===== src/hdl/md5sh_pkg.sv =====
package md5sh_pkg;

    typedef logic [31:0] t_word;

    typedef enum logic [2:0] {
        S_IDLE,
        S_PAD,
        S_READ,
        S_ROUND,
        S_FOLD,
        S_OUT
    } t_state;

    localparam logic ACT_ABSORB = 1'b0;
    localparam logic ACT_FINISH = 1'b1;

    localparam int unsigned BUF_WORDS = 16;
    localparam int unsigned BUF_AW    = $clog2(BUF_WORDS);

    localparam t_word CHAIN_INIT [4] = '{
        32'h67452301, 32'hefcdab89, 32'h98badcfe, 32'h10325476
    };

    localparam t_word ROUND_K [64] = '{
        32'hd76aa478, 32'he8c7b756, 32'h242070db, 32'hc1bdceee,
        32'hf57c0faf, 32'h4787c62a, 32'ha8304613, 32'hfd469501,
        32'h698098d8, 32'h8b44f7af, 32'hffff5bb1, 32'h895cd7be,
        32'h6b901122, 32'hfd987193, 32'ha679438e, 32'h49b40821,
        32'hf61e2562, 32'hc040b340, 32'h265e5a51, 32'he9b6c7aa,
        32'hd62f105d, 32'h02441453, 32'hd8a1e681, 32'he7d3fbc8,
        32'h21e1cde6, 32'hc33707d6, 32'hf4d50d87, 32'h455a14ed,
        32'ha9e3e905, 32'hfcefa3f8, 32'h676f02d9, 32'h8d2a4c8a,
        32'hfffa3942, 32'h8771f681, 32'h6d9d6122, 32'hfde5380c,
        32'ha4beea44, 32'h4bdecfa9, 32'hf6bb4b60, 32'hbebfbc70,
        32'h289b7ec6, 32'heaa127fa, 32'hd4ef3085, 32'h04881d05,
        32'hd9d4d039, 32'he6db99e5, 32'h1fa27cf8, 32'hc4ac5665,
        32'hf4292244, 32'h432aff97, 32'hab9423a7, 32'hfc93a039,
        32'h655b59c3, 32'h8f0ccc92, 32'hffeff47d, 32'h85845dd1,
        32'h6fa87e4f, 32'hfe2ce6e0, 32'ha3014314, 32'h4e0811a1,
        32'hf7537e82, 32'hbd3af235, 32'h2ad7d2bb, 32'heb86d391
    };

    localparam logic [4:0] ROT_TBL [16] = '{
        5'd7, 5'd12, 5'd17, 5'd22, 5'd5, 5'd9, 5'd14, 5'd20,
        5'd4, 5'd11, 5'd16, 5'd23, 5'd6, 5'd10, 5'd15, 5'd21
    };

    // message word used by round i
    function automatic logic [3:0] md5_g(input logic [5:0] i);
        logic [3:0] ii;
        logic [3:0] g;
        ii = i[3:0];
        case (i[5:4])
            2'd0:    g = ii;
            2'd1:    g = 4'(ii * 4'd5 + 4'd1);
            2'd2:    g = 4'(ii * 4'd3 + 4'd5);
            default: g = 4'(ii * 4'd7);
        endcase
        return g;
    endfunction

    function automatic t_word md5_f(input logic [1:0] phase, input t_word b,
                                    input t_word c, input t_word d);
        t_word f;
        case (phase)
            2'd0:    f = (b & c) | (~b & d);
            2'd1:    f = (b & d) | (c & ~d);
            2'd2:    f = b ^ c ^ d;
            default: f = c ^ (b | ~d);
        endcase
        return f;
    endfunction

    function automatic t_word md5_rotl(input t_word v, input logic [4:0] s);
        logic [63:0] t;
        t = {v, v} << s;
        return t[63:32];
    endfunction

endpackage


===== src/hdl/md5_stream_hash.sv =====
// absorb: a beat is taken while idle; the beat that fills a 64-byte block then stalls
//   the input through one read set-up, 64 rounds and one fold
// finish: the 0x80 marker, any zero bytes and the bit length are padded in, compressing one
//   or two blocks, then four digest beats, one per cycle while the output is not stalled
// throughput: one byte per cycle while idle, between blocks; one md5 round per cycle in the core
// reset: synchronous, active low; chaining words to the md5 initial values, counts
//   cleared; the block buffer ram has no reset and every word is written before use
module md5_stream_hash (
    input  logic        i_clk,
    input  logic        i_rst_n,
    // input channel
    input  logic        i_in_valid,
    output logic        o_in_stall,
    input  logic        i_action,
    input  logic [7:0]  i_data_byte,
    // output channel
    output logic        o_out_valid,
    input  logic        i_out_stall,
    output logic [31:0] o_digest_word,
    output logic [1:0]  o_word_index,
    output logic        o_last_word
);

    import md5sh_pkg::*;

    // control state
    t_state      r_state, n_state;
    logic [5:0]  r_fill, n_fill;        // byte position within the current block
    logic [60:0] r_bytes, n_bytes;      // message length in bytes, bit count is this times 8
    logic        r_pad_act, n_pad_act;  // finish in progress
    logic        r_pad_first, n_pad_first;
    logic        r_len_phase, n_len_phase;
    logic [5:0]  r_round, n_round;
    logic [1:0]  r_oidx, n_oidx;
    t_word       r_chain [4];
    t_word       n_chain [4];

    // payload registers
    t_word       r_word, n_word;        // word being assembled, lanes low byte first
    t_word       r_a, r_b, r_c, r_d;
    t_word       n_a, n_b, n_c, n_d;

    // buffer ram port
    logic              ram_we;
    logic [BUF_AW-1:0] ram_waddr;
    t_word             ram_wdata;
    logic [BUF_AW-1:0] ram_raddr;
    t_word             ram_rdata;

    // byte push path, shared by absorb and padding
    logic        push;
    logic [7:0]  push_byte;
    logic        len_now;
    logic [63:0] len_bits;
    t_word       rnd_sum;

    md5sh_ram #(
        .WIDTH (32),
        .DEPTH (BUF_WORDS)
    ) u_buf (
        .i_clk   (i_clk),
        .i_we    (ram_we),
        .i_waddr (ram_waddr),
        .i_wdata (ram_wdata),
        .i_raddr (ram_raddr),
        .o_rdata (ram_rdata)
    );

    assign len_bits = {r_bytes, 3'b000};
    // the length goes in from byte 56, after the 0x80 marker and any zero run
    assign len_now  = r_len_phase || (r_fill == 6'd56);
    assign rnd_sum  = r_a + md5_f(r_round[5:4], r_b, r_c, r_d) + ROUND_K[r_round] + ram_rdata;

    always_comb begin
        n_state     = r_state;
        n_fill      = r_fill;
        n_bytes     = r_bytes;
        n_pad_act   = r_pad_act;
        n_pad_first = r_pad_first;
        n_len_phase = r_len_phase;
        n_round     = r_round;
        n_oidx      = r_oidx;
        n_chain     = r_chain;
        n_word      = r_word;
        n_a         = r_a;
        n_b         = r_b;
        n_c         = r_c;
        n_d         = r_d;
        push        = 1'b0;
        push_byte   = 8'h00;
        ram_raddr   = md5_g(6'(r_round + 6'd1));

        unique case (r_state)
            S_IDLE: begin
                if (i_in_valid) begin
                    if (i_action == ACT_FINISH) begin
                        n_state     = S_PAD;
                        n_pad_act   = 1'b1;
                        n_pad_first = 1'b1;
                        n_len_phase = 1'b0;
                    end else begin
                        push      = 1'b1;
                        push_byte = i_data_byte;
                        n_bytes   = r_bytes + 61'd1;
                    end
                end
            end
            S_PAD: begin
                push = 1'b1;
                if (r_pad_first) begin
                    push_byte   = 8'h80;
                    n_pad_first = 1'b0;
                end else if (len_now) begin
                    push_byte   = len_bits[{r_fill[2:0], 3'b000} +: 8];
                    n_len_phase = 1'b1;
                end else begin
                    push_byte = 8'h00;
                end
            end
            S_READ: begin
                // first message word fetched in the cycle before round 0
                ram_raddr = md5_g(6'd0);
                n_round   = 6'd0;
                n_a       = r_chain[0];
                n_b       = r_chain[1];
                n_c       = r_chain[2];
                n_d       = r_chain[3];
                n_state   = S_ROUND;
            end
            S_ROUND: begin
                n_a     = r_d;
                n_b     = r_b + md5_rotl(rnd_sum, ROT_TBL[{r_round[5:4], r_round[1:0]}]);
                n_c     = r_b;
                n_d     = r_c;
                n_round = 6'(r_round + 6'd1);
                if (r_round == 6'd63) begin
                    n_state = S_FOLD;
                end
            end
            S_FOLD: begin
                n_chain[0] = r_chain[0] + r_a;
                n_chain[1] = r_chain[1] + r_b;
                n_chain[2] = r_chain[2] + r_c;
                n_chain[3] = r_chain[3] + r_d;
                n_oidx     = 2'd0;
                if (r_pad_act && r_len_phase) begin
                    n_state = S_OUT;
                end else if (r_pad_act) begin
                    n_state = S_PAD;
                end else begin
                    n_state = S_IDLE;
                end
            end
            S_OUT: begin
                if (!i_out_stall) begin
                    n_oidx = 2'(r_oidx + 2'd1);
                    if (r_oidx == 2'd3) begin
                        // digest gone, back to the initial state for the next message
                        n_chain     = CHAIN_INIT;
                        n_bytes     = '0;
                        n_pad_act   = 1'b0;
                        n_len_phase = 1'b0;
                        n_state     = S_IDLE;
                    end
                end
            end
            default: n_state = S_IDLE;
        endcase

        // byte into its lane, whole word to the ram on the fourth lane
        ram_we    = 1'b0;
        ram_waddr = r_fill[5:2];
        ram_wdata = {push_byte, r_word[23:0]};
        if (push) begin
            n_word[{r_fill[1:0], 3'b000} +: 8] = push_byte;
            n_fill = 6'(r_fill + 6'd1);
            if (r_fill[1:0] == 2'd3) begin
                ram_we = 1'b1;
            end
            if (r_fill == 6'd63) begin
                n_state = S_READ;
            end
        end
    end

    always_ff @(posedge i_clk) begin
        if (!i_rst_n) begin
            r_state     <= S_IDLE;
            r_fill      <= '0;
            r_bytes     <= '0;
            r_pad_act   <= 1'b0;
            r_pad_first <= 1'b0;
            r_len_phase <= 1'b0;
            r_round     <= '0;
            r_oidx      <= '0;
            r_chain     <= CHAIN_INIT;
        end else begin
            r_state     <= n_state;
            r_fill      <= n_fill;
            r_bytes     <= n_bytes;
            r_pad_act   <= n_pad_act;
            r_pad_first <= n_pad_first;
            r_len_phase <= n_len_phase;
            r_round     <= n_round;
            r_oidx      <= n_oidx;
            r_chain     <= n_chain;
        end
    end

    always_ff @(posedge i_clk) begin
        r_word <= n_word;
        r_a    <= n_a;
        r_b    <= n_b;
        r_c    <= n_c;
        r_d    <= n_d;
    end

    // input is taken only while idle; the digest beats come straight from the chain
    assign o_in_stall    = (r_state != S_IDLE);
    assign o_out_valid   = (r_state == S_OUT);
    assign o_digest_word = r_chain[r_oidx];
    assign o_word_index  = r_oidx;
    assign o_last_word   = (r_oidx == 2'd3);

endmodule


===== src/hdl/md5sh_ram.sv =====
module md5sh_ram #(
    parameter int unsigned WIDTH = 32,
    parameter int unsigned DEPTH = 16
) (
    input  logic                     i_clk,
    input  logic                     i_we,
    input  logic [$clog2(DEPTH)-1:0] i_waddr,
    input  logic [WIDTH-1:0]         i_wdata,
    input  logic [$clog2(DEPTH)-1:0] i_raddr,
    output logic [WIDTH-1:0]         o_rdata
);

    logic [WIDTH-1:0] r_mem [DEPTH];
    logic [WIDTH-1:0] r_rdata;

    always_ff @(posedge i_clk) begin
        if (i_we) begin
            r_mem[i_waddr] <= i_wdata;
        end
        r_rdata <= r_mem[i_raddr];
    end

    assign o_rdata = r_rdata;

endmodule


===== config.mk =====
export PLATFORM = sky130hd
export DESIGN_NAME = md5_stream_hash
export DESIGN_NICKNAME = d
export VERILOG_FILES = /design/src/hdl/md5sh_pkg.sv /design/src/hdl/md5_stream_hash.sv /design/src/hdl/md5sh_ram.sv
export SDC_FILE = /design/constraint.sdc
export NUM_CORES = 2
export LEC_CHECK = 0
export BUFFER_PORTS_ARGS = -buffer_cell sky130_fd_sc_hd__buf_2
export CORE_UTILIZATION = 60
export CTS_BUF_LIST = sky130_fd_sc_hd__clkbuf_4 sky130_fd_sc_hd__clkbuf_8 sky130_fd_sc_hd__clkbuf_16
export CTS_CLUSTER_DIAMETER = 50
export DETAILED_ROUTE_END_ITERATION = 10
export GPL_TIMING_DRIVEN = 0
export PLACE_DENSITY = 0.76
export SYNTH_ARGS = -nofsm -noshare
export SYNTH_HDL_FRONTEND = slang
export SYNTH_HIERARCHICAL = 1
export SYNTH_SLANG_ARGS = --single-unit

===== constraint.sdc =====
create_clock -name i_clk -period 12.14 [get_ports i_clk]
set_input_delay 1.214 -clock i_clk [delete_from_list [all_inputs] [get_ports i_clk]]
set_output_delay 1.214 -clock i_clk [all_outputs]
set_load 0.01 [all_outputs]

==> After elaboration in Yosys (flattened, before gate mapping) <==
Memory sizes are Yosys's and may differ from the RTL's. A register that Yosys moved wholly into a read port is not among the register bits.
Cells that the tools add are included.
{ "totals": {"regBits": 369, "latchBits": 0, "mem_bits_rw": 512, "romBits": 2128, "wordCells": 157, "memories": 3} }
{ "classes": {"add_sub_neg": 15, "multipliers": 3, "div_mod_pow": 0, "magnitude_cmp": 3, "eq_ne": 21, "n_shift": 4, "mux": 59, "bitwise_logic": 15, "reduce_logical": 17} }
{ "memory_table": {"columns": ["name", "words", "width", "read_ports", "rd_ports_with_merged_regs", "write_ports", "line_no", "rtl"], "rows": [
  ["(name not given)", 64, 32, 1, 0, 0, "md5_stream_hash.sv:72", "assign rnd_sum = r_a + md5_f(r_round[5:4], r_b, r_c, r_d) + ROUND_K[r_round] + ram_rdata;"],
  ["u_buf.r_mem", 16, 32, 1, 1, 1, "md5sh_ram.sv:13", "logic [WIDTH-1:0] r_mem [DEPTH];"],
  ["(name not given)", 16, 5, 1, 0, 0, "md5_stream_hash.sv:132", "n_b = r_b + md5_rotl(rnd_sum, ROT_TBL[{r_round[5:4], r_round[1:0]}]);"]
]} }
{ "op_table": {"columns": ["operator", "n"], "rows": [
  ["adder 32 bit", 8],
  ["2-to-1 mux 128 bit", 2],
  ["one-hot mux 128 bit (2 select lines)", 1],
  ["one-hot mux 32 bit (2 select lines)", 4],
  ["2-to-1 mux 61 bit", 4],
  ["AND 32 bit", 4],
  ["2-to-1 mux 32 bit", 4],
  ["one-hot mux 61 bit (2 select lines)", 1],
  ["OR 32 bit", 3],
  ["one-hot mux 32 bit (3 select lines)", 1],
  ["bitwise XOR 32 bit", 3],
  ["binary-select mux 32 bit (select 2 bit)", 1],
  ["NOT 32 bit", 2],
  ["variable part select 64 x 7 -> 8 bit", 1],
  ["<< shifter 64 x 5 -> 64 bit", 1],
  ["adder 61 x 1 -> 61 bit (second input constant)", 1],
  ["bitwise mux 32 bit", 1],
  ["2-to-1 mux 8 bit", 4],
  ["variable shift 8 x 7 -> 32 bit (first input constant)", 1],
  ["variable part select 8 x 7 -> 32 bit", 1],
  ["2-to-1 mux 3 bit", 8],
  ["== test 6 bit (second input constant)", 3],
  ["one-hot mux 3 bit (6 select lines)", 1],
  ["one-hot mux 8 bit (2 select lines)", 1],
  ["other kinds (39)", 76]
]} }

==> Longest topological paths before layout <==
{ "depth": {"depth_word": 10, "ltp_mapped": 41, "ltp_nobuf": 38} }

==> Cells and area by module <==
Netlist, hierarchy kept.
{ "by_module_without_submodules": {"columns": ["module", "instances", "cells_per_inst", "area_each_um2", "seq_area_each_um2"], "rows": [
  ["md5_stream_hash", 1, 3973, 33145.5, 8748.4],
  ["md5sh_ram", 1, 838, 19854.0, 16015.4]
]} }

==> Worst setup path after synthesis <==
OpenSTA, ideal clock, no wires.
{ "synth_path": {"path_type": "register to register", "startpoint": "register r_round[4]", "endpoint": "register r_b[30], data pin", "arrival_time_ps": 8792, "required_time_ps": 11870, "setup_slack_ps": 3078, "stages_incl_launch_ff": 42, "path_cell_list": "dfxtp_1 buf_2 clkbuf_1 clkbuf_1 clkbuf_1 buf_1 nand3_1 o311ai_0 o21ai_0 o21ai_0 fa_1 fa_1 inv_1 ha_1 fa_1 a211oi_2 o211ai_2 a41o_1 (+6 left out) nand2_1 nand2_1 mux2i_1 mux2i_1 ha_1 fa_1 a21o_1 a21oi_1 o21bai_1 a21o_1 a31oi_1 a41oi_1 a21oi_1 o21ai_0 or4_1 a31oi_1 xor2_1 o21ai_0"} }
{ "synth_via": {"elab_chain_len": 9, "word_cells_on_any_way": 18, "classes_between": "add/sub: 4; eq/ne: 2; shift: 1; mux: 6; bitwise: 2; reduce/logical: 1; memory: 2"} }
{ "synth_rtl": {"columns": ["element", "line_no", "rtl"], "rows": [
  ["start, declared", "md5_stream_hash.sv:33", "logic [5:0] r_round, n_round;"],
  ["start signal, assigned", "md5_stream_hash.sv:204", "r_round <= n_round;"],
  ["parallel branches: the longest is 6 deep, another holds adder 32 bit", null, null],
  ["<< shifter 64 x 5 -> 64 bit *", "md5sh_pkg.sv:76", "t = {v, v} << s;"],
  ["adder 32 bit *", "md5_stream_hash.sv:132", null],
  ["one-hot mux 32 bit (2 select lines) *", "md5_stream_hash.sv:93", "unique case (r_state)"],
  ["net n_b[30]", "md5_stream_hash.sv:41", "t_word n_a, n_b, n_c, n_d;"],
  ["end signal, assigned", "md5_stream_hash.sv:213", "r_b <= n_b;"],
  ["end, declared", "md5_stream_hash.sv:40", "t_word r_a, r_b, r_c, r_d;"]
]} }
Mark *: on every way through the listed nets, which the timed path passes. The select of a mux whose other input is x is not followed.
A chain may end at the register's enable or synchronous reset.

==> Final worst setup path <==
{ "layout_path": {"startpoint": "register r_round[1]", "endpoint": "register r_b[31], data pin"} }
{ "layout_via": {"elab_chain_len": 9, "word_cells_on_any_way": 13, "classes_between": "add/sub: 3; shift: 1; mux: 5; bitwise: 2; memory: 2"} }
{ "layout_rtl": {"columns": ["element", "line_no"], "rows": [
  ["NOT 6 -> 7 bit (implied by the code)", "md5_stream_hash.sv:72"],
  ["memory read (64 x 32 bit)", null],
  ["2-to-1 mux 32 bit (implied by the code) (2 in series)", "md5_stream_hash.sv:72"],
  ["adder 32 bit (2 in series)", "md5_stream_hash.sv:72"],
  ["<< shifter 64 x 5 -> 64 bit *", "md5sh_pkg.sv:76"],
  ["adder 32 bit *", "md5_stream_hash.sv:132"],
  ["one-hot mux 32 bit (2 select lines) *", "md5_stream_hash.sv:93"],
  ["net n_b[31]", "md5_stream_hash.sv:41"]
]} }
The timed path passes the listed nets; every way through them passes the cells marked *. The select of a mux whose other input is x is not followed.

==> impl_metrics.py <==
metrics = {
    "outcome": {
        "outcome": "finished with violations",
        "violations": "setup timing",
    },
    "timing": {
        "fin_hold_ws_ns": 0.512,
        "setup_violations": 1,
        "max_freq_mhz": 82.1,
        "setup_ws_ns": -0.0428,
        "setup_tns_ns": -0.0428,
        "final-hold-violation-count": 0,
        "rsz0062_at_grt": "no",
        "finalCritPeriodShare_pct": 100,
        "slew_violations": 0,
        "fin_skew_ns": 0.0764,
        "relSlewSlack_pct": 10.7,
        "final.min_clock_period_ns": 12.18,
        "tightest_slew_ns": 1.34,
    },
    "synth": {
        "synth_top_area_share_pct": 37.6,
        "avgSynthCellArea_sq_um": 11.0,
        "synth_nets": 5112,
        "synth_area_sq_um": 53000,
        "synth_cell_types": 96,
        "ys_seq_elements": 905,
        "synthTopCellsByArea": "edfxtp_1 (38%), dfxtp_1 (9.1%), mux4_2 (7.8%), ha_1 (5.2%), a21oi_1 (2.9%)",
        "synthArstFlopShare_pct": 0,
        "ys_seq_area_share_pct": 46.7,
        "synth_largest_area_cell": "edfxtp_1",
        "synth_edf_count": 664,
        "synth_cells": 4811,
        "ys.flop_type": "edfxtp_1",
        "ys_warn_count": 6,
    },
    "clocking": {
        "cts_tree": "yes",
        "numCtsBuffers": 100,
        "cts_buffer_depth": 3,
        "clk_latency_ns": 0.73,
        "root_buffer": "clkbuf_16",
        "cts_sinks": 905,
        "cts.clk_slew.worst_paths_ns": 0.06,
        "cts_max_level": 3,
    },
    "worst_setup_path": {
        "cp.required_ns": 12.55,
        "max_stage_delay_ns": 0.77,
        "crit_path_max_fanout": 15,
        "cp_common_cell": "o21ai_0",
        "worst-setup-path-type": "register to register",
        "cp-startpoint": "r_round[1]$_SDFFE_PN0P_",
        "crit_slowest_cell": "a2111oi_0",
        "cp_data_arrival_time_ns": 12.60,
        "crit_path_start_kind": "register",
        "r2r_start": "r_round[1]$_SDFFE_PN0P_",
        "critical_path.endpoint_type": "register",
    },
    "final_layout": {
        "final_nets": 5290,
        "stdcell_area_sq_um": 59000,
        "area_growth_pct": 11.2,
        "drive_above_1_share_pct": 12.4,
        "antenna_cells": 0,
        "fin_util_pct": 67.6,
    },
    "die": {
        "die_area_sq_um": 89500,
        "ioPinCount": 50,
        "coreArea_sq_um": 87200,
        "num_rows": 108,
        "die_x_microns": 299,
        "die_h_microns": 299,
        "initial_core_util_pct": 60.8,
    },
    "detailed_routing": {
        "post_drt_wl_per_cell_microns": 30.4,
        "antenna_left": 0,
        "routed_wl_mm": 190,
        "via_count": 43500,
        "first_pass_iters": 9,
        "drc": 0,
        "viasPerCell": 6.98,
        "first_iter_violations": 5781,
    },
    "grt": {
        "grt_pass1_wl_mm": 273,
        "use_met2_pct": 65.6,
        "track_usage_pct": 41.8,
        "grt_util_met3_pct": 10.7,
        "grt_busiest_layer": "met2",
        "use_met1_pct": 52.2,
        "grt_max_degree": 88,
        "antenna_found_initial": 2,
        "grt_overflow": 0,
        "grt_pass1_vias": 41600,
    },
    "place": {
        "place_area_sq_um": 55300,
        "dp_hpwl_mm": 135,
        "portBuffers": 49,
        "globalplace.congestion": 1.02,
    },
    "pwr": {
        "p_leak_nw": 21.7,
        "p_per_area_nw_per_um2": 113,
        "ir_drop_mv": 0.179,
    },
    "flow_run": {
        "maxCapViolations": 0,
    },
    "min_path": {
        "hold_path_class": "register to register",
        "hold_path.startpoint": "r_chain[54]$_SDFFE_PN0P_",
    },
}
==> worst paths after layout <==
path / to / slack, ns / cells after the start
max: r_b[31]$_DFFE_PP_ / -0.04 / 37
min: r_chain[54]$_SDFFE_PN0P_ / 0.51 / 2
max reg2reg: r_b[31]$_DFFE_PP_ / -0.04 / 37
min reg2reg: r_chain[54]$_SDFFE_PN0P_ / 0.51 / 2
==> logic make-up (layout without fill, tap and decap cells) <==
kind of cell / count (synthesis) / after routing / synth area share [%]
adders and majority gates: 289 / 289 / 7.80
AOI/OAI and AO/OA: 1181 / 1181 / 14.2
DFF: 905 / 905 / 46.7
buffers and inverters: 491 / 757 / 3.62
muxes: 373 / 373 / 11.7
xor gates and xnor gates: 259 / 259 / 4.31
and+or+nand+nor: 1313 / 1313 / 11.7
==> what timing repair did <==
action	4_1_cts	5_1_grt
resized for setup	3	17
setup endpoints to repair	2	12
hold buffers	0	0
setup buffers	0	0
==> layer usage <==
| layer | wire, microns | share of wire, % |
|---|---|---|
| met1 | 67800 | 36 |
| met2 | 86000 | 45 |
| met3 | 21600 | 11 |
| met4 | 14300 | 7.6 |
| met5 | 26 | 0.014 |
==> critical path, delay by kind of cell (launching register included) <==
family                   cells  cell delay [ns]
AO/OA/AOI/OAI               19             6.28
XOR/XNOR                     2             0.62
adder cells (fa/ha/maj)      4             1.43
buffers and inverters        6             1.91
flip-flops                   1             0.55
multiplexers                 2             0.42
AND/OR/NAND/NOR              4             0.63
==> Yosys cell counts (18+ instances only) <==
cell type / number
clkbuf_1: 191
xnor2_1: 129
xor2_1: 129
a21oi_1: 309
inv_1: 225
nor2b_1: 71
or3_1: 34
o21bai_1: 26
ha_1: 219
buf_1: 50
nand4_1: 21
a211oi_1: 39
a31oi_1: 38
nand2_1: 388
mux4_2: 184
o21a_1: 28
o22ai_1: 64
a22oi_1: 86
o211ai_1: 31
nand2b_1: 36
a21boi_0: 19
nor3_1: 139
o31ai_1: 18
and3_1: 67
and2_1: 47
o21ai_0: 300
mux2_2: 107
a21o_1: 76
mux2i_1: 81
edfxtp_1: 664
dfxtp_1: 241
nand3_1: 132
nor2_1: 318
fa_1: 69
o311a_1: 30
==> flip-flops by register name (all words and copies together), names as in the netlist, 2 cells and up <==
signal and flops:
r_state 3, o_word_index 2, r_chain 128, r_a 32, r_d 32, r_c 32
r_b 32, r_word 24, r_round 6, u_buf/o_rdata 32, r_bytes 61, u_buf/r_mem 512
r_fill 6
==> area by class of cell <==
| type | instances | area (sq um) |
|---|---|---|
| fill | 6456 | 28200 |
| multi-input combinational | 3415 | 26500 |
| sequential | 905 | 24800 |
| clock buffer | 121 | 2760 |
| tap | 1155 | 1450 |
| buffer | 261 | 1070 |
| inverter | 228 | 861 |
| clock inverter | 69 | 846 |
| timing repair buffer | 78 | 709 |
==> cells in the final DEF (no fill, tap or decap), types with 15 or more instances in the layout <==
master     count
nand2b_1      36
nor2_1       305
nor2b_1       71
a21oi_1      309
clkbuf_16    104
xnor2_1      129
a31oi_1       38
buf_2         57
nand2_1      388
o22ai_1       64
mux2i_1       81
a22oi_1       86
o311a_1       30
a211oi_1      37
nor3_1       135
a21o_1        76
o21bai_1      26
edfxtp_1     664
and3_1        67
buf_1         48
xor2_1       129
or3_1         34
clkinv_2      21
o21a_1        28
nand3_1      132
dfxtp_1      241
nand4_1       21
mux4_2       184
mux2_2       107
and2_1        47
clkbuf_1     184
o21ai_0      300
a21boi_0      19
fa_1          69
inv_1        224
ha_1         219
o211ai_1      31
o31ai_1       15
==> stage by stage <==
stage               total power [mW]  worst slack (ns)  std cells
global route                    6.81            0.0299       6232
finish                          6.68           -0.0428       6232
CTS                             6.68             0.141       6233
floorplan                       3.43              3.08       4811
global placement                3.47           -0.0819       6015
detailed placement              3.47            -0.120       6043
==> power breakdown <==
part           total, mW  leakage, nW  internal [mW]  switching (mW)
logic             0.0839         12.0         0.0198          0.0641
clock network       3.26         1.78           1.91            1.36
registers           3.33         7.90           3.31          0.0192
total               6.68         21.7           5.24            1.44
No activity file was read; power rests on OpenSTA's default activity.
